**config.mk**
```make
export PLATFORM = sky130hd
export DESIGN_NAME = mte_div_cell
export DESIGN_NICKNAME = d
export VERILOG_FILES = /design/src/rtl/assert_macros.svh /design/src/rtl/mte_pkg.sv /design/src/rtl/mte_div_cell.sv
export SDC_FILE = /design/constraint.sdc
export NUM_CORES = 1
export LEC_CHECK = 0
export BUFFER_PORTS_ARGS = -buffer_cell sky130_fd_sc_hd__buf_2
export CAP_MARGIN = 20
export CORE_AREA = 2 2 155 157
export CTS_CLUSTER_DIAMETER = 150
export DETAILED_ROUTE_END_ITERATION = 10
export DIE_AREA = 0 0 157 159
export GPL_ROUTABILITY_DRIVEN = 0
export PLACE_DENSITY = 0.69
export SYNTH_ARGS = -nofsm -noshare
export SYNTH_HDL_FRONTEND = slang
export SYNTH_SLANG_ARGS = --single-unit
```
**constraint.sdc**
```tcl
create_clock -name clk -period 4.2 [get_ports clk]
set_input_delay 1.26 -clock clk [delete_from_list [all_inputs] [get_ports clk]]
set_output_delay 1.26 -clock clk [all_outputs]
set_load 0.01 [all_outputs]
```
**src/rtl/assert_macros.svh**
```systemverilog
// assertion macros included by the top-level rtl file
`ifndef ASSERT_MACROS_SVH
`define ASSERT_MACROS_SVH

// same-cycle implication, disabled in reset
`define ASSERT_SAME(lbl, clk, rstn, ante, cons) \
  lbl: assert property (@(posedge clk) disable iff (!rstn) (ante) |-> (cons)) \
    else $error("assertion failed");

// next-cycle implication, disabled in reset
`define ASSERT_NEXT(lbl, clk, rstn, ante, cons) \
  lbl: assert property (@(posedge clk) disable iff (!rstn) (ante) |=> (cons)) \
    else $error("assertion failed");

`endif

```
**src/rtl/mte_pkg.sv**
```systemverilog
// shared widths, constants and types of the move time estimator
`timescale 1ns / 1ps
package mte_pkg;
  localparam int P_W       = 32;
  localparam int S_W       = 13;
  localparam int A_W       = 8;
  localparam int K_W       = 9;
  localparam int PER_W     = 16;
  localparam int SET_W     = 16;
  localparam int T_W       = 32;
  localparam int CFG_IDX_W = 4;
  localparam int CFG_D_W   = 16;

  localparam int N_W       = 54;
  localparam int D_W       = 34;
  localparam int SQ_T_W    = 20;
  localparam int SQ_R_W    = 56;
  localparam int DIV_CELLS = N_W;
  localparam int SQ_CELLS  = SQ_T_W;

  localparam logic [PER_W-1:0] PER_RESET    = 16'd3200;
  localparam logic [SET_W-1:0] SETTLE_RESET = 16'd250;

  localparam logic [CFG_IDX_W-1:0] CFG_PPR    = 4'd0;
  localparam logic [CFG_IDX_W-1:0] CFG_SETTLE = 4'd1;

  localparam logic [15:0]  C_LVL0 = 16'd60000;
  localparam logic [20:0]  C_DIST = 21'd1200000;
  localparam logic [13:0]  C_NEED = 14'd12000;
  localparam logic [4:0]   C_TRAP = 5'd20;
  localparam logic [K_W-1:0] K_BASE = 9'd256;

  typedef enum logic [1:0] {
    MODE_ZERO,
    MODE_NOPER,
    MODE_DIV,
    MODE_SQRT
  } mte_mode_t;

  typedef struct packed {
    mte_mode_t         mode;
    logic [SQ_T_W:0]   t;
  } mte_meta_t;
endpackage

```
**src/rtl/mte_div_cell.sv**
```systemverilog
// one restoring division cell, one quotient bit per cell
`timescale 1ns / 1ps
module mte_div_cell (
  input  logic                    clk,
  input  logic                    rst_n,
  input  logic                    en,
  input  logic                    valid_i,
  input  logic [mte_pkg::D_W-1:0] rem_i,
  input  logic [mte_pkg::D_W-1:0] div_i,
  input  logic [mte_pkg::N_W-1:0] num_i,
  input  logic [mte_pkg::N_W-1:0] quo_i,
  input  mte_pkg::mte_meta_t      meta_i,
  output logic                    valid_o,
  output logic [mte_pkg::D_W-1:0] rem_o,
  output logic [mte_pkg::D_W-1:0] div_o,
  output logic [mte_pkg::N_W-1:0] num_o,
  output logic [mte_pkg::N_W-1:0] quo_o,
  output mte_pkg::mte_meta_t      meta_o
);
  import mte_pkg::*;

  logic [D_W:0]   trial;
  logic [D_W:0]   diff;
  logic           ge;
  logic           valid_r;
  logic [D_W-1:0] rem_r;
  logic [D_W-1:0] div_r;
  logic [N_W-1:0] num_r;
  logic [N_W-1:0] quo_r;
  mte_meta_t      meta_r;

  assign trial = {rem_i, num_i[N_W-1]};
  assign ge    = trial >= {1'b0, div_i};
  assign diff  = trial - {1'b0, div_i};

  always_ff @(posedge clk) begin
    if (!rst_n) begin
      valid_r <= 1'b0;
    end else if (en) begin
      valid_r <= valid_i;
    end
  end

  always_ff @(posedge clk) begin
    if (en) begin
      rem_r  <= ge ? diff[D_W-1:0] : trial[D_W-1:0];
      div_r  <= div_i;
      num_r  <= {num_i[N_W-2:0], 1'b0};
      quo_r  <= {quo_i[N_W-2:0], ge};
      meta_r <= meta_i;
    end
  end

  assign valid_o = valid_r;
  assign rem_o   = rem_r;
  assign div_o   = div_r;
  assign num_o   = num_r;
  assign quo_o   = quo_r;
  assign meta_o  = meta_r;
endmodule

```
== Yosys cells after proc, flatten, opt, wreduce, memory -nomap -nowiden ==
Cells that the tools add are included.

* Add/subtract/negate cells: 1
* Magnitude comparators: 1
* Mux-type cells: 1

{| class="wikitable"
|+ Operators by type and width
! kind !! count
|-
| $ge 35x34->1 || 1
|-
| $mux 34 || 1
|-
| $sub 34x34->34 || 1
|}

* Register bits: 199
* Input port bits: 203
* Output and inout port bits: 200
* Logic and storage cells: 10

== Logic depth before layout (Yosys ltp) ==
Gate-level depths: netlist of run 1.

* Depth after elaboration: 2
* Gate-level depth with buffers: 13
* Gate-level depth less buffers: 12

== Least setup slack after synthesis of run 1 ==
Ideal clock, no wire load.

* Path type: input to register
* From: input num_i[53] in the netlist's numbering
* To: register rem_r[32], in the netlist rem_o[32] (data pin)
* Library setup time: 261 ps
* Arrival: 3421 ps
* Required time: 3939 ps
* Setup slack: 518 ps
* Cell stages on the path: 12
* Buffers on the path: 0
* Cells stage by stage: inv_1 ha_1 inv_1 fa_1 a21o_1 a221oi_2 o21ai_1 a21oi_1 o21ai_0 a211oi_1 nor4b_2 a311o_1

* Word-level cells in the longest chain between the ends: 2
* Elaborated cells on any way between the ends: 3
* Classes of those cells: add/sub: 1; order compare: 1; mux: 1

{| class="wikitable"
|+ RTL lines
! item !! RTL line !! RTL
|-
| start, declared || mte_div_cell.sv:10 || <nowiki>input logic [mte_pkg::N_W-1:0] num_i,</nowiki>
|-
| $sub 34x34->34 or $ge 35x34->1 (tied branches) || mte_div_cell.sv:34, mte_div_cell.sv:33 ||
|-
| $mux 34 * || mte_div_cell.sv:46 || <nowiki>rem_r <= ge ? diff[D_W-1:0] : trial[D_W-1:0];</nowiki>
|-
| end signal, assigned || mte_div_cell.sv:46 ||
|-
| end, declared || mte_div_cell.sv:26 || <nowiki>logic [D_W-1:0] rem_r;</nowiki>
|}

Mark *: on every way between the ends. The rest lies on a longest branch, timed or not.
A chain may end at the register's enable or synchronous reset.

== Worst setup path in the final report of run 1 ==
Same ends and word-level chain as after synthesis.

==> out/metrics.cfg, run 1 <==
[critical_path]
rrSetupSlack_ns=3.60
crit_path_start=num_i[53]
crit_chain=buf_2, inv_1, ha_1, inv_1, fa_1, a21o_1, a221oi_2, o21ai_1, a21oi_1, o21ai_0, a211oi_1, nor4b_2, a311o_1
critPathMaxStageDelay_ns=0.39
required_ns=4.39
worstSetupEndpointType=register
crit_fanout=3
start_kind=input port
cp.arrival_ns=3.85
r2r_cells=2
slowest_stage=a211oi_1
crit_type=in -> reg
worst_path_most_repeated_cell=inv_1
r2r_end=valid_o
r2r_start=valid_o

[drt]
drtIter0Drc=288
drc=0
drt_wl_total_um=23200
drt-vias-per-instance=4.66
dr.pass1.iters=4
drt-wirelength-per-cell_um=17.4
ant_nets=0
dr_total_vias=6221

[timing]
finalClockSkew_ns=0
setup_viol=0
hold_viol=0
drv_slew=0
fin_tns_setup_ns=0
rsz0062_at_grt=false
max_freq_mhz=273
whs_ns=0.524
fin_crit_ns=3.67
worst_slew_pin_slew_ns=0.788
slew_headroom_pct=47.5
finalCritPeriodShare_pct=87.3

[grt]
grt_start_max_net_pins=92
grt_pass1_vias=6250
grt_overflow_total=0
antenna_found_initial=3
grt_use_total_pct=18.2
grt_pass1_wl_um=34600

[min_path]
hold_start=valid_o
min_to=valid_o
holdCritPathClass=reg -> reg
holdPathStages=2

[synth]
yosys-top-cells-area=edfxtp_1 71%, ha_1 5.1%, o21ai_0 2.9%, nand2_1 2.5%, a21oi_1 1.9%
synth_edf_count=198
synth_nets=819
synth_top_area_share_pct=71.0
synth_seq_cells=199
async_reset_ff_share_pct=0
syn-mean-instance-area_sq_um=14.4
netlist_instances=581
synth.largest_area_cell=edfxtp_1
synth_ff_type=edfxtp_1
yosysWarnings=0
netlist-cell-type-count=56
netlist_area_sq_mm=0.00837
ys_seq_area_share_pct=71.2

[final_layout]
drive_gt1_share_pct=45.3
stdcell_count=1335
diodes=0
area_growth_pct=37.1
utilization_pct=49.5
nNetsFinal=1241

[floorplanning]
io_pins=403
rows=56
fp.dieArea_sq_mm=0.0250
die_width_um=157
die_h_um=159
start_util_pct=36.1
core_sq_mm=0.0232

[place]
io_buffer_count=400
dp_cells=1303
place.detailed.hpwl_um=18300

[pwr]
fin_total_pwr_mw=4.92
p_comb_share_pct=17.0
p_leak_nw=5.06
p_per_area_mw_per_mm2=429
power_frac_seq_pct=49.5
p_clk_share_pct=33.5
switchingPower_mw=1.36
intPower_mw=3.56
p_sw_share_pct=27.6
irDropWorstVdd_uv=227

[clock_tree]
cts_setup_buffers=0
cts_resized=0
cts_tree=built
numClockSinks=199
clkSlewWorstSetupHoldPaths_ns=0.08
clk_latency_ns=0.43
numCtsBuffers=17
cts_hold_buffers=0
clock_path_buffers=2
htreeDepth=4
root_buffer=clkbuf_16

[run]
max_cap_violations=0

[status]
outcome=complete, no violations

-- cells in the final DEF (no fill, tap or decap), drive strengths merged, types with 8 or more instances in the layout --
master / count
inv: 50
edfxtp: 198
xnor2: 12
a21oi: 33
ha: 34
buf: 418
nand2: 56
nor2: 18
clkbuf: 19
o21ai: 51
nand4: 8
xor2: 18
a21o: 16
-- sequential cells by signal, summed over array words and instances, names as in the netlist --
signal   count
div_o       34
quo_o       54
valid_o      1
meta_o      23
rem_o       34
num_o       53
-- power by group through the flow --
stage                     registers, mW  clock network, mW  logic (mW)
after CTS                          2.44               1.70       0.846
after global routing               2.46               1.76       0.920
after floorplan                    2.59                  0       0.302
final                              2.44               1.65       0.835
after detailed placement           2.48                  0       0.843
after global placement             2.48                  0       0.830
-- worst max-delay path, delay by kind of cell --
family | cells | cell delay, ns
AO/OA/AOI/OAI | 7 | 1.77
adder cells (fa/ha/maj) | 2 | 0.53
buffers and inverters | 3 | 0.21
AND/OR/NAND/NOR | 1 | 0.08
-- metal layers --
| metal | vias to the layer above | global-route usage [%] | part of all wire, % |
|---|---|---|---|
| met5 | - | 0 | 0.20 |
| met4 | 6 | 5.71 | 2.5 |
| met3 | 42 | 5.96 | 7.8 |
| met2 | 247 | 32.3 | 51 |
| met1 | 2917 | 20.6 | 38 |
| li1 | 3009 | - | - |
-- kinds of logic (layout without fill, tap and decap cells) --
logic type	Yosys count	count (layout)	synth area share, %
fa+ha+maj	35	35	5.32
simple gates	118	118	6.63
mux	2	2	0.254
other cells	1	1	0.0448
xor+xnor	30	30	3.14
compound gates	137	137	10.4
flops	199	199	71.2
buf+inv	59	494	2.99
-- cell type report --
class / count / area, sq um
Fill cell: 2081 / 11700
Sequential cell: 199 / 5970
Timing Repair Buffer: 419 / 2190
Multi-Input combinational cell: 323 / 2160
Clock buffer: 18 / 429
Tap cell: 319 / 399
Clock inverter: 14 / 178
Inverter: 43 / 161
-- worst max path at each step --
stage | to | slack [ns] | depth (start not counted)
after floorplan | rem_o[32] | 0.52 | 12
after global placement | rem_o[32] | 0.0004 | 13
after detailed placement | rem_o[32] | 0.01 | 13
after CTS | rem_o[32] | 0.45 | 13
after global routing | rem_o[32] | 0.33 | 13
final | rem_o[32] | 0.53 | 13
-- synthesized netlist by cell type (5+ instances only) --
library cell	count
o21ai_0	48
a21o_1	16
ha_1	34
xor2_1	18
nand2_1	56
nand4_1	8
nand2b_1	5
and3_1	7
clkbuf_1	5
inv_1	42
o21bai_1	7
a21oi_1	32
edfxtp_1	198
buf_2	5
nor2_1	18
xnor2_1	12
-- through the flow --
step                      setup slack (ns)  area, sq um
after CTS                            0.452        11500
final                                0.532        11500
after floorplan                      0.518         8370
after global placement            0.000419        10900
after detailed placement            0.0118        10900
after global routing                 0.327        11500
No activity file was read; power rests on OpenSTA's default activity.
==> run 2, diff against run 1 <==
Settings changed: CORE_AREA 2 2 155 157 to 2 2 158 160, DIE_AREA 0 0 157 159 to 0 0 160 162, HOLD_SLACK_MARGIN from default to 0.05, PLACE_DENSITY 0.69 to 0.67.
Clock period 4.2 ns to 4.4 ns, I/O delays scaled along.
==> run 2 against run 1 <==
  * Non-clock buffer count decreased by 5
  * Global-route usage fell by 0.72 points
  * Core utilization down 2.0 points
  * Hold slack worse by 0.0073 ns
  * Critical path depth stayed put
  * Sequential cell count is the same
  * Combinational power is 5.3% lower
  * Clock power fell by 5%
  * Sequential power shrank 5%
  * Routed wire length up 0.91%
  * Largest cell class unchanged
  * Highest routed layer unchanged
==> out/metrics.cfg, run 2 (synthesized netlist as in run 1, its figures left out) <==
[grt]
grt_pass1_vias=6149  ; was 6250
grt_overflow_total=0  ; unchanged
met3_usage_pct=5.39  ; was 5.96%
grt.busiest_layer=met2  ; unchanged
grtUsageMet1_pct=19.4  ; was 20.6%
met2_usage_pct=32.3  ; about the same
grt_use_total_pct=17.5  ; was 18.2%
antenna_found_initial=4  ; was 3
grt_start_max_net_pins=70  ; was 92
grt_pass1_wl_um=34300  ; was 34600 um

[pwr]
p_per_area_mw_per_mm2=410  ; was 429 mW/mm^2
switchingPower_mw=1.30  ; was 1.36 mW
intPower_mw=3.40  ; was 3.56 mW
power_frac_seq_pct=49.6  ; was 49.5%
p_leak_nw=5.04  ; was 5.06 nW
p_clk_share_pct=33.5  ; about the same
p_comb_share_pct=16.9  ; was 17.0%
p_sw_share_pct=27.6  ; about the same
irDropWorstVdd_uv=201  ; was 227 uV

[timing]
worst_slew_pin_slew_ns=0.615  ; was 0.788 ns
fin_tns_setup_ns=0  ; unchanged
whs_ns=0.517  ; was 0.524 ns
rsz0062_at_grt=false  ; unchanged
drv_slew=0  ; unchanged
max_freq_mhz=255
hold_viol=0  ; unchanged
finalCritPeriodShare_pct=89.0
finalClockSkew_ns=0  ; unchanged
fin_crit_ns=3.91
setup_ws_ns=0.486  ; was 0.532 ns
slew_headroom_pct=59.0  ; was 47.5%
setup_viol=0  ; unchanged

[clock_tree]
numCtsBuffers=17  ; unchanged
cts_resized=0  ; unchanged
cts_hold_buffers=0  ; unchanged
cts_setup_buffers=0  ; unchanged
root_buffer=clkbuf_16  ; unchanged
clkSlewWorstSetupHoldPaths_ns=0.08  ; about the same
numClockSinks=199  ; unchanged
clk_latency_ns=0.42  ; was 0.43 ns
cts_tree=built  ; unchanged
clock_path_buffers=2  ; unchanged
htreeDepth=4  ; unchanged

[floorplanning]
start_util_pct=34.7  ; was 36.1%
core_sq_mm=0.0241  ; was 0.0232 sq mm
die_h_um=162  ; was 159 um
fp.dieArea_sq_mm=0.0259  ; was 0.0250 sq mm
die_width_um=160  ; was 157 um
io_pins=403  ; unchanged
rows=57  ; was 56

[final_layout]
final_common_cell=buf_2  ; unchanged
nNetsFinal=1236  ; was 1241
area_growth_pct=36.9  ; was 37.1%
regArea_sq_mm=0.00597  ; unchanged
fillCellCount=2253  ; was 2081
largest_reg_flops=54  ; unchanged
multiInputGateArea_sq_mm=0.00216  ; unchanged
stdcell_count=1337  ; was 1335
final_cell_mix=399 x buf_2, 198 x edfxtp_1, 56 x nand2_1, 48 x o21ai_0, 42 x inv_1  ; unchanged
drive_gt1_share_pct=45.0  ; was 45.3%
utilization_pct=47.5  ; was 49.5%

[drt]
drc=0  ; unchanged
drtIter0Drc=446  ; was 288
drt-vias-per-instance=4.64  ; was 4.66
drt-wirelength-per-cell_um=17.5  ; was 17.4 um
dr_total_vias=6205  ; was 6221
drt_wl_total_um=23400  ; was 23200 um
dr.pass1.iters=5  ; was 4
ant_nets=0  ; unchanged

[place]
place.detailed.hpwl_um=18700  ; was 18300 um
dp_cells=1303  ; unchanged
dp_slack_ns=0.00871  ; was 0.0118 ns
io_buffer_count=400  ; unchanged

[critical_path]
crit_fanout=3  ; unchanged
required_ns=4.59  ; was 4.39 ns
slowest_stage=fa_1  ; was a211oi_1
worstSetupEndpointType=register  ; unchanged
crit_chain=buf_2, inv_1, ha_1, inv_1, fa_1, a21o_1, a221oi_2, o21ai_1, a21oi_1, o21ai_0, a211oi_1, nor4b_2, a311o_1  ; unchanged
crit_type=in -> reg  ; unchanged
cp.arrival_ns=4.10  ; was 3.85 ns
critPathMaxStageDelay_ns=0.40  ; was 0.39 ns
worst_path_most_repeated_cell=inv_1  ; unchanged
start_kind=input port  ; unchanged

[run]
max_cap_violations=0  ; unchanged

[min_path]
holdCritPathClass=reg -> reg  ; unchanged

[status]
outcome=complete, no violations  ; unchanged

==> run 2: cell types whose count changed in the layout (fill, tap and decap cells not counted) <==
| cell | before | now |
|---|---|---|
| inv_8 | 1 | 0 |
| diode_2 | 0 | 2 |
| buf_4 | 16 | 11 |
| clkinv_8 | 6 | 7 |
==> run 2: cell type report <==
class	instances	area share (%)
flip-flops and latches	199	52.1
well taps	324	3.54
inverters	43	1.41
multi-input cells	323	18.8
clock buffers	18	3.74
diodes	2	0.0437
clock inverters	14	1.59
repair buffers	414	18.8
==> run 2: power by group through the flow <==
stage	clock network (mW)	logic, mW	registers (mW)
6_report	1.57	0.791	2.33
4_1_cts	1.61	0.804	2.33
2_1_floorplan	0	0.288	2.48
3_5_place_dp	0	0.801	2.37
5_1_grt	1.68	0.869	2.35
3_3_place_gp	0	0.790	2.37
==> run 2: through the flow <==
| step | power, mW | area (sq um) |
|---|---|---|
| 2_1_floorplan | 2.77 | 8370 |
| 3_3_place_gp | 3.16 | 10800 |
| 3_5_place_dp | 3.17 | 10800 |
| 4_1_cts | 4.75 | 11500 |
| 5_1_grt | 4.90 | 11500 |
| 6_report | 4.69 | 11500 |
==> run 2: critical path: cells and delay by family <==
kind / cells / cell delay [ns]
AO/OA/AOI/OAI: 7 / 1.94
adder cells (fa/ha/maj): 2 / 0.56
buffers and inverters: 3 / 0.20
AND/OR/NAND/NOR: 1 / 0.08
==> run 2: path summary, 6_finish.rpt <==
kind / cells past startpoint / to / from / slack (ns)
worst max register to register: 2 / valid_o / valid_o / 3.82
worst min-delay path: 2 / valid_o / valid_o / 0.52
worst min register to register: 2 / valid_o / valid_o / 0.52
worst max-delay path: 13 / rem_o[32] / num_i[53] / 0.49
==> run 2: layer usage <==
| metal | vias to the layer above | part of all wire [%] |
|---|---|---|
| met5 | - | 0.12 |
| li1 | 2996 | - |
| met1 | 2946 | 38 |
| met4 | 4 | 1.8 |
| met3 | 25 | 7.2 |
| met2 | 234 | 53 |
