==> src/rtl/assert_macros.svh <==
// assertion macros included by the top-level rtl file
`ifndef ASSERT_MACROS_SVH
`define ASSERT_MACROS_SVH

// same-cycle implication, disabled in reset
`define ASSERT_SAME(lbl, clk, rstn, ante, cons) \
  lbl: assert property (@(posedge clk) disable iff (!rstn) (ante) |-> (cons)) \
    else $error("assertion failed");

// next-cycle implication, disabled in reset
`define ASSERT_NEXT(lbl, clk, rstn, ante, cons) \
  lbl: assert property (@(posedge clk) disable iff (!rstn) (ante) |=> (cons)) \
    else $error("assertion failed");

`endif

==> src/rtl/mte_pkg.sv <==
// shared widths, constants and types of the move time estimator
`timescale 1ns / 1ps
package mte_pkg;
  localparam int P_W       = 32;
  localparam int S_W       = 13;
  localparam int A_W       = 8;
  localparam int K_W       = 9;
  localparam int PER_W     = 16;
  localparam int SET_W     = 16;
  localparam int T_W       = 32;
  localparam int CFG_IDX_W = 4;
  localparam int CFG_D_W   = 16;

  localparam int N_W       = 54;
  localparam int D_W       = 34;
  localparam int SQ_T_W    = 20;
  localparam int SQ_R_W    = 56;
  localparam int DIV_CELLS = N_W;
  localparam int SQ_CELLS  = SQ_T_W;

  localparam logic [PER_W-1:0] PER_RESET    = 16'd3200;
  localparam logic [SET_W-1:0] SETTLE_RESET = 16'd250;

  localparam logic [CFG_IDX_W-1:0] CFG_PPR    = 4'd0;
  localparam logic [CFG_IDX_W-1:0] CFG_SETTLE = 4'd1;

  localparam logic [15:0]  C_LVL0 = 16'd60000;
  localparam logic [20:0]  C_DIST = 21'd1200000;
  localparam logic [13:0]  C_NEED = 14'd12000;
  localparam logic [4:0]   C_TRAP = 5'd20;
  localparam logic [K_W-1:0] K_BASE = 9'd256;

  typedef enum logic [1:0] {
    MODE_ZERO,
    MODE_NOPER,
    MODE_DIV,
    MODE_SQRT
  } mte_mode_t;

  typedef struct packed {
    mte_mode_t         mode;
    logic [SQ_T_W:0]   t;
  } mte_meta_t;
endpackage

==> src/rtl/mte_sqrt_cell.sv <==
// one square root cell, one root bit per cell
`timescale 1ns / 1ps
module mte_sqrt_cell (
  input  logic                       clk,
  input  logic                       en,
  input  logic [mte_pkg::SQ_R_W-1:0] rem_i,
  input  logic [mte_pkg::SQ_R_W-1:0] acc_i,
  input  logic [mte_pkg::SQ_R_W-1:0] unit_i,
  input  logic [mte_pkg::SQ_T_W-1:0] root_i,
  output logic [mte_pkg::SQ_R_W-1:0] rem_o,
  output logic [mte_pkg::SQ_R_W-1:0] acc_o,
  output logic [mte_pkg::SQ_R_W-1:0] unit_o,
  output logic [mte_pkg::SQ_T_W-1:0] root_o
);
  import mte_pkg::*;

  logic [SQ_R_W:0]   sub;
  logic              take;
  logic [SQ_R_W-1:0] rem_r;
  logic [SQ_R_W-1:0] acc_r;
  logic [SQ_R_W-1:0] unit_r;
  logic [SQ_T_W-1:0] root_r;

  // accept the bit while (root with bit)^2 * per stays below the need
  assign sub  = {1'b0, acc_i} + {1'b0, unit_i};
  assign take = {1'b0, rem_i} > sub;

  always_ff @(posedge clk) begin
    if (en) begin
      rem_r  <= take ? (rem_i - sub[SQ_R_W-1:0]) : rem_i;
      acc_r  <= (acc_i >> 1) + (take ? unit_i : '0);
      unit_r <= unit_i >> 2;
      root_r <= {root_i[SQ_T_W-2:0], take};
    end
  end

  assign rem_o  = rem_r;
  assign acc_o  = acc_r;
  assign unit_o = unit_r;
  assign root_o = root_r;
endmodule

==> config.mk <==
export PLATFORM = sky130hd
export DESIGN_NAME = mte_sqrt_cell
export DESIGN_NICKNAME = d
export VERILOG_FILES = /design/src/rtl/assert_macros.svh /design/src/rtl/mte_pkg.sv /design/src/rtl/mte_sqrt_cell.sv
export SDC_FILE = /design/constraint.sdc
export NUM_CORES = 1
export LEC_CHECK = 0
export BUFFER_PORTS_ARGS = -buffer_cell sky130_fd_sc_hd__buf_2
export CORE_MARGIN = 2
export CORE_UTILIZATION = 50
export CTS_CLUSTER_SIZE = 12
export DETAILED_ROUTE_END_ITERATION = 10
export PLACE_DENSITY = 0.86
export SYNTH_ARGS = -nofsm -noshare
export SYNTH_HDL_FRONTEND = slang
export SYNTH_SLANG_ARGS = --single-unit
==> constraint.sdc <==
create_clock -name clk -period 14.4 [get_ports clk]
set_clock_uncertainty 0.2 [all_clocks]
set_input_delay 1.44 -clock clk [delete_from_list [all_inputs] [get_ports clk]]
set_output_delay 1.44 -clock clk [all_outputs]
set_load 0.1 [all_outputs]
Yosys cells after proc, flatten, opt, wreduce, memory -nomap -nowiden. Index checks and enable logic that the tools add are counted. Widths: inputs -> output; s select.

Register bits: 186. Bits in latches: 0. Memory bits (writable): 0. Memory bits (read-only): 0. Word-level logic and storage cells: 10. Memories: 0.

Add/sub/neg operators: 3. Multiply operators: 0. Divide/modulo/power cells: 0. Magnitude comparators: 1. Equality and inequality tests: 0. Shift operators: 0. Multiplexer cells: 2. Bitwise operators: 0. Reductions and logical operators: 0.

Operators with widths (number): $mux 56 (2); $add 56x56->57 (1); $gt 56x57->1 (1); $add 55x56->56 (1); $sub 56x56->56 (1).

Longest topological paths before layout. Gate-level depths: netlist of the first run.

Depth in word-level cells: 4. Mapped depth: 37. Gate-level depth less buffers: 35.

Worst setup path before layout of the first run. OpenSTA, ideal clock, no wires.

Path kind: input to register. From: in acc_i[0] (netlist bit). To: reg acc_r[54], in the netlist acc_o[54], data pin. Setup time: 260 ps. Data arrival time: 8835 ps. Data required time: 13940 ps. Slack: 5106 ps. Stages: 35. Path buffers: 2. Cell sequence: ha_1 -> fa_1 -> a211oi_1 -> o21ai_0 -> a41o_1 -> o2bb2ai_1 -> o21ai_0 -> o41ai_1 -> a31oi_1 -> o21ai_0 -> nor2_1 -> xor2_1 -> ha_1 -> and4_1 -> nand2_1 -> nor4_1 -> nand4_1 -> and4b_1 -> or4b_2 -> a221o_1 -> buf_6 -> inv_2 -> clkbuf_1 -> and2_1 -> ha_1 -> a211oi_1 -> o21ai_0 -> a2111oi_0 -> nor2_1 -> o21ai_0 -> a21oi_1 -> o31ai_1 -> nor2_1 -> o221ai_1 -> xnor2_1.

Word-level cells in the longest chain between the ends: 4.

Ends and longest elaborated chain: from (decl) (line mte_sqrt_cell.sv:7) `input logic [mte_pkg::SQ_R_W-1:0] acc_i,`; $add 56x56->57 (line mte_sqrt_cell.sv:25) `assign sub = {1'b0, acc_i} + {1'b0, unit_i};`; $gt 56x57->1 (line mte_sqrt_cell.sv:26) `assign take = {1'b0, rem_i} > sub;`; $mux 56 (line mte_sqrt_cell.sv:31) `acc_r <= (acc_i >> 1) + (take ? unit_i : '0);`; $add 55x56->56 (line mte_sqrt_cell.sv:31); to (signal assigned) (line mte_sqrt_cell.sv:31); to (decl) (line mte_sqrt_cell.sv:20) `logic [SQ_R_W-1:0] acc_r;`.

Every way passes these cells. A chain may end at the register's enable or synchronous reset.

Worst setup path after layout of the first run.
From: in unit_i[0] (netlist bit). To: reg acc_r[54], in the netlist acc_o[54], data pin.

Word-level cells in the longest chain between the ends: 4.

Ends and longest elaborated chain: from (decl) (line mte_sqrt_cell.sv:8) `input logic [mte_pkg::SQ_R_W-1:0] unit_i,`; $add 56x56->57 (line mte_sqrt_cell.sv:25); $gt 56x57->1 (line mte_sqrt_cell.sv:26); $mux 56 * (line mte_sqrt_cell.sv:31); $add 55x56->56 * (line mte_sqrt_cell.sv:31).

Every way passes the cells marked *; elsewhere a longest branch is shown, timed or not.

==> impl_metrics.tcl, run 1 <==
set metrics [dict create \
    areaGrowthSynthToFinish_pct 17.0 \
    die-area_um2 33200 \
    start_kind "input port" \
    antenna_found_initial 3 \
    postCtsSetupBuffers 0 \
    cts_htree_levels 4 \
    fillerInstances 2757 \
    grt_usage 0.284 \
    arrival_ns 12.19 \
    irDropWorstVdd_uv 106 \
    clk_path_buf_depth 2 \
    synth_top_area_cell "edfxtp_1" \
    synth_edf_count 186 \
    fin_nets 2439 \
    synth.area.top_cells "edfxtp_1 (35%), ha_1 (13%), a21oi_1 (5.3%)" \
    fp.dieH_um 182 \
    crit_path_max_fanout 45 \
    synth_cells 1748 \
    grt_max_degree 117 \
    clk_pin_slew_ns 0.08 \
    final_area_um2 18600 \
    wl_per_cell_um 19.3 \
    root_buffer "clkbuf_16" \
    worstMarginPinSlew_ns 0.989 \
    num_rows 65 \
    setup_slack_ns 2.21 \
    routed_via_density 6.01 \
    drive_gt1_frac 0.206 \
    cts_resized 0 \
    required_ns 14.40 \
    drtIter0Drc 1197 \
    multi_input_area_um2 9880 \
    antenna_left 0 \
    ys_ff_latch 186 \
    seqCellArea_um2 5590 \
    placed_area_um2 18000 \
    yosysTopAreaCellShare 0.351 \
    die_x_um 182 \
    cp-end-kind "flip-flop" \
    yosys_warnings 0 \
    place_hpwl_um 38300 \
    finalSetupTns_ns 0 \
    post-route-min-period_ns 12.19 \
    routed_wl_um 48300 \
    remaining_drc_errors 0 \
    crit_top_cell "o21ai_0" \
    rsz0062_at_grt "false" \
    gp_congestion 0.917 \
    criticalPathCategory "input port to flip-flop" \
    initial_core_util 0.505 \
    grt_pass1_wl_um 74500 \
    cts_tree "done" \
    finalSetupViolations 0 \
    grt_pass1_vias 14400 \
    cpMaxStageDelayCell "a2111oi_0" \
    drv_cap 0 \
    seq_area_frac_synth 0.351 \
    overflow 0 \
    slew_viol_final 0 \
    pwr_density_cell_nw_per_um2 153 \
    dpl_worst_slack_ns 1.94 \
    io_buffers 374 \
    cts.sinks 186 \
    syn-cell-area_um2 15900 \
    core_area_um2 31500 \
    slowest_delay_ns 0.81 \
    finalHoldViolations 0 \
    pin_count 378 \
    dr.pass1.iters 5 \
    leakagePower_uw 0.00845 \
    hp-class "input port to flip-flop" \
    post-route-period-util 0.846 \
    timing.fmax_ghz 0.0820 \
    async_reset_ff_frac 0 \
    outcome "complete, no violations" \
    slew_headroom 0.341 \
    cts_buffers 17 \
    synth_most_common_cell "edfxtp_1" \
    hold_buffers 0 \
    synthFlopType "edfxtp_1" \
    synthDistinctLibCells 73 \
    netlist_top_cells_count "edfxtp_1 (186), nand2_1 (175), a21oi_1 (168)" \
    avgSynthCellArea_um2 9.10 \
    vias 15000 \
]
==> path summary, 6_finish.rpt <==
| path | start | endpoint | slack [ns] | cells after the start |
|---|---|---|---|---|
| max | unit_i[0] | acc_o[54]$_DFFE_PP_ | 2.21 | 36 |
| min | root_i[5] | root_o[6]$_DFFE_PP_ | 0.95 | 1 |
==> logic make-up (layout without fill, tap and decap cells) <==
logic type | Yosys count | in the layout | share of synthesized area
other cells | 1 | 5 | 0.000236
mux | 1 | 1 | 0.000708
buf+inv | 110 | 453 | 0.0276
simple gates | 535 | 535 | 0.166
compound gates | 598 | 598 | 0.238
flops | 186 | 186 | 0.351
xor+xnor | 147 | 147 | 0.0810
fa+ha+maj | 170 | 170 | 0.135
==> cell type report <==
class | instances | share of cell area
Antenna cell | 3 | 0.000404
Inverter | 43 | 0.00868
Clock buffer | 19 | 0.0233
Clock inverter | 13 | 0.00639
Timing Repair Buffer | 378 | 0.103
Tap cell | 402 | 0.0270
Sequential cell | 186 | 0.300
Multi-Input combinational cell | 1453 | 0.531
==> layout by cell type (no fill, tap or decap), types with 6 or more instances in the layout <==
cell       count
a2111oi_0      6
a211o_1        7
a211oi_1      21
a21boi_0       7
a21o_1        89
a21oi_1      168
a221oi_1       6
a31o_2         6
a31oi_1       16
and2_1        68
and3_1        14
and4_1         9
buf_2        373
clkbuf_16     17
edfxtp_1     186
ha_1         167
inv_1         42
nand2_1      175
nand2b_1      13
nand3_1       37
nand4_1       35
nor2_1       101
nor2b_1       16
nor3_1        26
nor4_1         8
o211ai_1      15
o21a_1        27
o21ai_0      149
o21bai_1      24
o31ai_1       10
or2_2          8
xnor2_1       83
xor2_1        64
==> per-layer routing <==
layer | up-vias | part of all wire | GRT usage
li1 | 7236 | - | -
met1 | 6993 | 0.45 | 0.382
met2 | 663 | 0.45 | 0.453
met3 | 113 | 0.064 | 0.0497
met4 | 0 | 0.034 | 0.118
met5 | - | 0 | 0
==> state kept, by name (all words and copies together) (netlist names) <==
signal,flops
acc_o,56
rem_o,56
unit_o,54
root_o,20
==> where the power goes <==
| part | leakage [µW] | switching, µW | internal, µW |
|---|---|---|---|
| Combinational | 0.00637 | 1230 | 427 |
| Clock | 0.000262 | 225 | 240 |
| Sequential | 0.00182 | 20.7 | 711 |
==> critical path: cells and delay by family <==
family | cells | cell delay [ns]
adder cells (fa/ha/maj) | 5 | 1.47
AO/OA/AOI/OAI | 16 | 6.10
XOR/XNOR | 2 | 0.25
buffers and inverters | 3 | 0.78
AND/OR/NAND/NOR | 10 | 2.09
==> per-stage QoR <==
step | hold slack (ns) | utilization | std cells | power [µW]
final | 0.951 | 0.591 | 2497 | 2850
after global routing | 0.928 | 0.591 | 2497 | 2990
after CTS | 0.929 | 0.591 | 2494 | 2840
after detailed placement | 1.42 | 0.573 | 2462 | 2370
after global placement | 1.42 | 0.573 | 2462 | 2360
after floorplan | 1.34 | - | 1749 | 2050
No activity file was read; power rests on OpenSTA's default activity.
==> run 2, diff against run 1 <==
--- a/config.mk
+++ b/config.mk
@@ -10,7 +10,7 @@
 export CORE_UTILIZATION = 50
 export CTS_CLUSTER_SIZE = 12
 export DETAILED_ROUTE_END_ITERATION = 10
-export PLACE_DENSITY = 0.86
+export PLACE_DENSITY = 0.89
 export SYNTH_ARGS = -nofsm -noshare
 export SYNTH_HDL_FRONTEND = slang
 export SYNTH_SLANG_ARGS = --single-unit
==> constraint.sdc (replaced) <==
create_clock -name clk -period 10.86 [get_ports clk]
set_clock_uncertainty 0.2 [all_clocks]
set_input_delay 1.086 -clock clk [delete_from_list [all_inputs] [get_ports clk]]
set_output_delay 1.086 -clock clk [all_outputs]
set_load 0.1 [all_outputs]
==> run 2 against run 1 <==
Critical path depth grew 2. Final cell count is 0.56% higher. Core utilization rose by 0.49 points. Clock-buffer cell count shrank 2. Hold slack worse by 0.35 ns. Combinational power increased by 33%. Critical path type unchanged. Critical endpoint unchanged. Highest routed layer unchanged.
==> impl_metrics.tcl, run 2 (synthesized netlist as in run 1, its figures left out) <==
set metrics [dict create \
    fillerInstances 2697 \
    initial_core_util 0.505 \
    place_hpwl_um 39200 \
    cts.sinks 186 \
    antenna_left 0 \
    antenna_found_initial 5 \
    postCtsSetupBuffers 0 \
    hp-class "input port to flip-flop" \
    cts_buffers 17 \
    grt_pass1_vias 14500 \
    cp-end-kind "flip-flop" \
    core_area_um2 31500 \
    min_path_cells 1 \
    overflow 0 \
    post-route-min-period_ns 10.27 \
    slew_headroom 0.300 \
    pwr_density_cell_nw_per_um2 205 \
    areaGrowthSynthToFinish_pct 18.0 \
    gp_congestion 0.952 \
    post-route-period-util 0.946 \
    cpMaxStageDelayCell "a2111oi_1" \
    finalSetupViolations 0 \
    pin_count 378 \
    root_buffer "clkbuf_16" \
    leakagePower_uw 0.00853 \
    cts_tree "done" \
    finalHoldViolations 0 \
    min_to "root_o[19]$_DFFE_PP_" \
    cts_htree_levels 4 \
    slew_viol_final 0 \
    finalSetupTns_ns 0 \
    fin_total_pwr_uw 3840 \
    die_x_um 182 \
    fin_util 0.596 \
    fin_nets 2451 \
    grt_usage 0.290 \
    rsz0062_at_grt "false" \
    num_rows 65 \
    routed_via_density 6.05 \
    crit_path_max_fanout 14 \
    start_kind "input port" \
    placed_area_um2 18100 \
    drive_gt1_frac 0.212 \
    crit_top_cell "o21ai_0" \
    hold_buffers 0 \
    clk_path_buf_depth 2 \
    outcome "complete, no violations" \
    drtIter0Drc 1221 \
    final_area_um2 18800 \
    crit_family "compound AO/OA/AOI/OAI gates" \
    clk_pin_slew_ns 0.08 \
    critPathBufInv 6 \
    hp-start "root_i[18]" \
    die-area_um2 33200 \
    fp.dieH_um 182 \
    grt_max_degree 109 \
    required_ns 10.88 \
    io_buffers 374 \
    worstMarginPinSlew_ns 1.05 \
    timing.fmax_ghz 0.0974 \
    wl_per_cell_um 19.6 \
    remaining_drc_errors 0 \
    criticalPathCategory "input port to flip-flop" \
    drv_cap 0 \
    slowest_delay_ns 0.62 \
    dr.pass1.iters 7 \
    irDropWorstVdd_uv 182 \
    arrival_ns 10.29 \
    grt_pass1_wl_um 76300 \
    layout_common_cells "buf_2 (373), edfxtp_1 (186), nand2_1 (175), a21oi_1 (168), ha_1 (167)" \
    vias 15200 \
    final_common_cell "buf_2" \
    routed_wl_um 49100 \
]
[run 2: changes by cell type in the layout (fill, tap and decap cells not counted), moves of 2 or more]
cell,previous run,this run
clkinv_4,3,1
clkbuf_1,2,0
buf_4,4,16
clkinv_2,2,0
diode_2,3,5
inv_6,3,5
inv_8,0,3
[run 2: through the flow]
| stage | worst slack (ns) | instances | hold slack (ns) |
|---|---|---|---|
| after floorplan | 1.92 | 1749 | 0.985 |
| after global placement | 0.387 | 2474 | 1.06 |
| after detailed placement | 0.121 | 2474 | 1.06 |
| after CTS | 0.507 | 2506 | 0.577 |
| after global routing | 0.0992 | 2511 | 0.578 |
| final | 0.590 | 2511 | 0.598 |
[run 2: area by class of cell]
cell class                      count  area, µm²  share of cell area
Inverter                           43        161             0.00861
Clock buffer                       17        425              0.0227
Clock inverter                     15        176             0.00941
Sequential cell                   186       5590               0.298
Multi-Input combinational cell   1453       9890               0.527
Antenna cell                        5       12.5            0.000667
Tap cell                          402        503              0.0268
Timing Repair Buffer              390       2000               0.107
[run 2: timing repair]
action | in CTS | in global routing
endpoints found under the hold margin | 0 | 0
resized for setup | 0 | 2
setup endpoints to repair | 0 | 7
[run 2: how the worst max path moves through the flow]
stage,from,endpoint,slack (ns),cells past startpoint
after floorplan,acc_i[0],acc_o[54]$_DFFE_PP_,1.92,35
after global placement,unit_i[0],acc_o[54]$_DFFE_PP_,0.39,38
after detailed placement,acc_i[2],acc_o[54]$_DFFE_PP_,0.12,37
after CTS,unit_i[0],acc_o[54]$_DFFE_PP_,0.51,38
after global routing,acc_i[27],acc_o[54]$_DFFE_PP_,0.1,38
final,acc_i[0],acc_o[54]$_DFFE_PP_,0.59,38
[run 2: report_power, final]
| part | switching [µW] | internal (µW) | leakage (µW) |
|---|---|---|---|
| clock | 305 | 347 | 0.000283 |
| combinational | 1640 | 573 | 0.00643 |
| sequential | 27.7 | 942 | 0.00182 |
| total | 1970 | 1860 | 0.00853 |
[run 2: metal layers]
metal	global-route usage	part of all wire	vias to the layer above
met4	0.110	0.033	0
met1	0.387	0.44	7145
met3	0.0521	0.068	110
met5	0	0	-
li1	-	-	7265
met2	0.470	0.46	671
==> run 3, diff against run 2 <==
--- a/config.mk
+++ b/config.mk
@@ -6,10 +6,12 @@
 export NUM_CORES = 1
 export LEC_CHECK = 0
 export BUFFER_PORTS_ARGS = -buffer_cell sky130_fd_sc_hd__buf_2
+export CORE_ASPECT_RATIO = 1.5
 export CORE_MARGIN = 2
 export CORE_UTILIZATION = 50
 export CTS_CLUSTER_SIZE = 12
 export DETAILED_ROUTE_END_ITERATION = 10
+export GPL_ROUTABILITY_DRIVEN = 0
 export PLACE_DENSITY = 0.89
 export SYNTH_ARGS = -nofsm -noshare
 export SYNTH_HDL_FRONTEND = slang
==> run 3 against run 2 <==
The flow now finishes with violations (DRC). Final cell count increased by 0.52%. Global-route usage grew 0.36 points. Hold slack got worse by 0.0052 ns. Core utilization fell by 0.20 points. Fmax fell by 0.56%. First-iteration DRC count up 1.7%. Combinational power hardly changed.
==> impl_metrics.tcl, run 3 (synthesized netlist as in run 1, its figures left out) <==
set metrics [dict create \
    slew_headroom 0.344 \
    vias 15600 \
    irDropWorstVdd_uv 134 \
    layout_common_cells "buf_2 (373), edfxtp_1 (186), nand2_1 (175), a21oi_1 (168), ha_1 (167)" \
    criticalPathCategory "input port to flip-flop" \
    pwr_density_cell_nw_per_um2 204 \
    antenna_found_initial 18 \
    fillerInstances 2683 \
    wl_per_cell_um 19.8 \
    slowest_delay_ns 0.72 \
    dr.pass1.iters 7 \
    drtIter0Drc 1242 \
    areaGrowthSynthToFinish_pct 17.8 \
    num_rows 80 \
    die-area_um2 33300 \
    cts_tree "done" \
    place_hpwl_um 39500 \
    crit_path_max_fanout 16 \
    rsz0062_at_grt "false" \
    fp.dieH_um 222 \
    violations "DRC" \
    p_sw_frac 0.509 \
    post-route-period-util 0.951 \
    clk_pin_slew_ns 0.07 \
    hold_buffers 0 \
    leakagePower_uw 0.00851 \
    grt_max_degree 114 \
    grt_pass1_wl_um 76200 \
    drv_cap 0 \
    critPathBufInv 4 \
    overflow 0 \
    cts_htree_levels 4 \
    initial_core_util 0.504 \
    finalSetupTns_ns 0 \
    antenna_left 0 \
    required_ns 10.86 \
    crit_top_cell "o21ai_0" \
    internal_power_uw 1870 \
    slew_viol_final 0 \
    switchingPower_uw 1940 \
    cts.sinks 186 \
    fin_nets 2449 \
    finalSetupViolations 0 \
    power_frac_comb 0.579 \
    io_buffers 374 \
    dpl_worst_slack_ns 0.398 \
    postCtsSetupBuffers 0 \
    finalHoldViolations 0 \
    cts_resized 0 \
    routed_via_density 6.19 \
    min_path_cells 1 \
    grt_pass1_vias 15200 \
    worstMarginPinSlew_ns 0.985 \
    final_common_cell "buf_2" \
    setup_slack_ns 0.531 \
    drive_gt1_frac 0.207 \
    power.share.clock 0.167 \
    hp-class "input port to flip-flop" \
    cp-end-kind "flip-flop" \
    root_buffer "clkbuf_16" \
    post-route-min-period_ns 10.33 \
    routed_wl_um 49900 \
    timing.fmax_ghz 0.0968 \
    core_area_um2 31500 \
    start_kind "input port" \
    crit_family "compound AO/OA/AOI/OAI gates" \
    die_x_um 150 \
    outcome "finished, violations left" \
    seqPwrFrac 0.254 \
    pin_count 378 \
    remaining_drc_errors 2 \
    min_to "root_o[15]$_DFFE_PP_" \
    cts_buffers 17 \
    grt_usage 0.293 \
    cpMaxStageDelayCell "nor4b_1" \
    hp-start "root_i[14]" \
    arrival_ns 10.33 \
    clk_path_buf_depth 2 \
]
==> run 3: cell types whose count changed in the layout (fill, tap and decap cells not counted), sizes merged <==
cell	change
clkinvlp	-4
buf	-2
diode	+10
inv	-7
clkinv	+3
bufinv	+1
clkbuf	+4
==> run 3: layout make-up <==
class | count | area (µm²) | area share
sequential | 186 | 5590 | 0.298
antenna | 15 | 37.5 | 0.00200
clock inverter | 8 | 121 | 0.00648
clock buffer | 21 | 440 | 0.0235
multi-input combinational | 1453 | 9880 | 0.528
inverter | 43 | 161 | 0.00862
tap | 410 | 513 | 0.0274
timing repair buffer | 388 | 1990 | 0.106
==> run 3: power groups by stage <==
stage	logic, µW	clock network (µW)	registers (µW)
final	2210	636	971
after global routing	2340	662	981
after CTS	2190	643	971
after detailed placement	2170	0	985
after global placement	2130	0	982
after floorplan	925	0	1800
==> run 3: worst max path at each step <==
| stage | startpoint | endpoint | slack, ns | cells past startpoint |
|---|---|---|---|---|
| after CTS | acc_i[0] | acc_o[40]$_DFFE_PP_ | 0.86 | 37 |
| final | acc_i[0] | acc_o[40]$_DFFE_PP_ | 0.53 | 37 |
| after detailed placement | acc_i[0] | acc_o[41]$_DFFE_PP_ | 0.40 | 36 |
| after floorplan | acc_i[0] | acc_o[54]$_DFFE_PP_ | 1.92 | 35 |
| after global routing | acc_i[0] | acc_o[41]$_DFFE_PP_ | 0.17 | 36 |
| after global placement | acc_i[0] | acc_o[55]$_DFFE_PP_ | 0.50 | 36 |
==> run 3: metrics by stage <==
stage / total power, µW / util / std cells / hold slack, ns / cell area [µm²]
finish: 3820 / 0.594 / 2524 / 0.593 / 18700
global route: 3980 / 0.593 / 2519 / 0.586 / 18700
CTS: 3800 / 0.593 / 2509 / 0.575 / 18700
detailed placement: 3160 / 0.575 / 2480 / 1.06 / 18100
global placement: 3110 / 0.575 / 2480 / 1.06 / 18100
floorplan: 2720 / - / 1749 / 0.985 / 15900
==> run 3: per-layer routing <==
metal / vias up / share of wire / track usage
met5: - / 0.0013 / 0
met4: 10 / 0.068 / 0.197
met3: 234 / 0.086 / 0.0647
met2: 862 / 0.51 / 0.524
met1: 7267 / 0.34 / 0.301
li1: 7261 / - / -
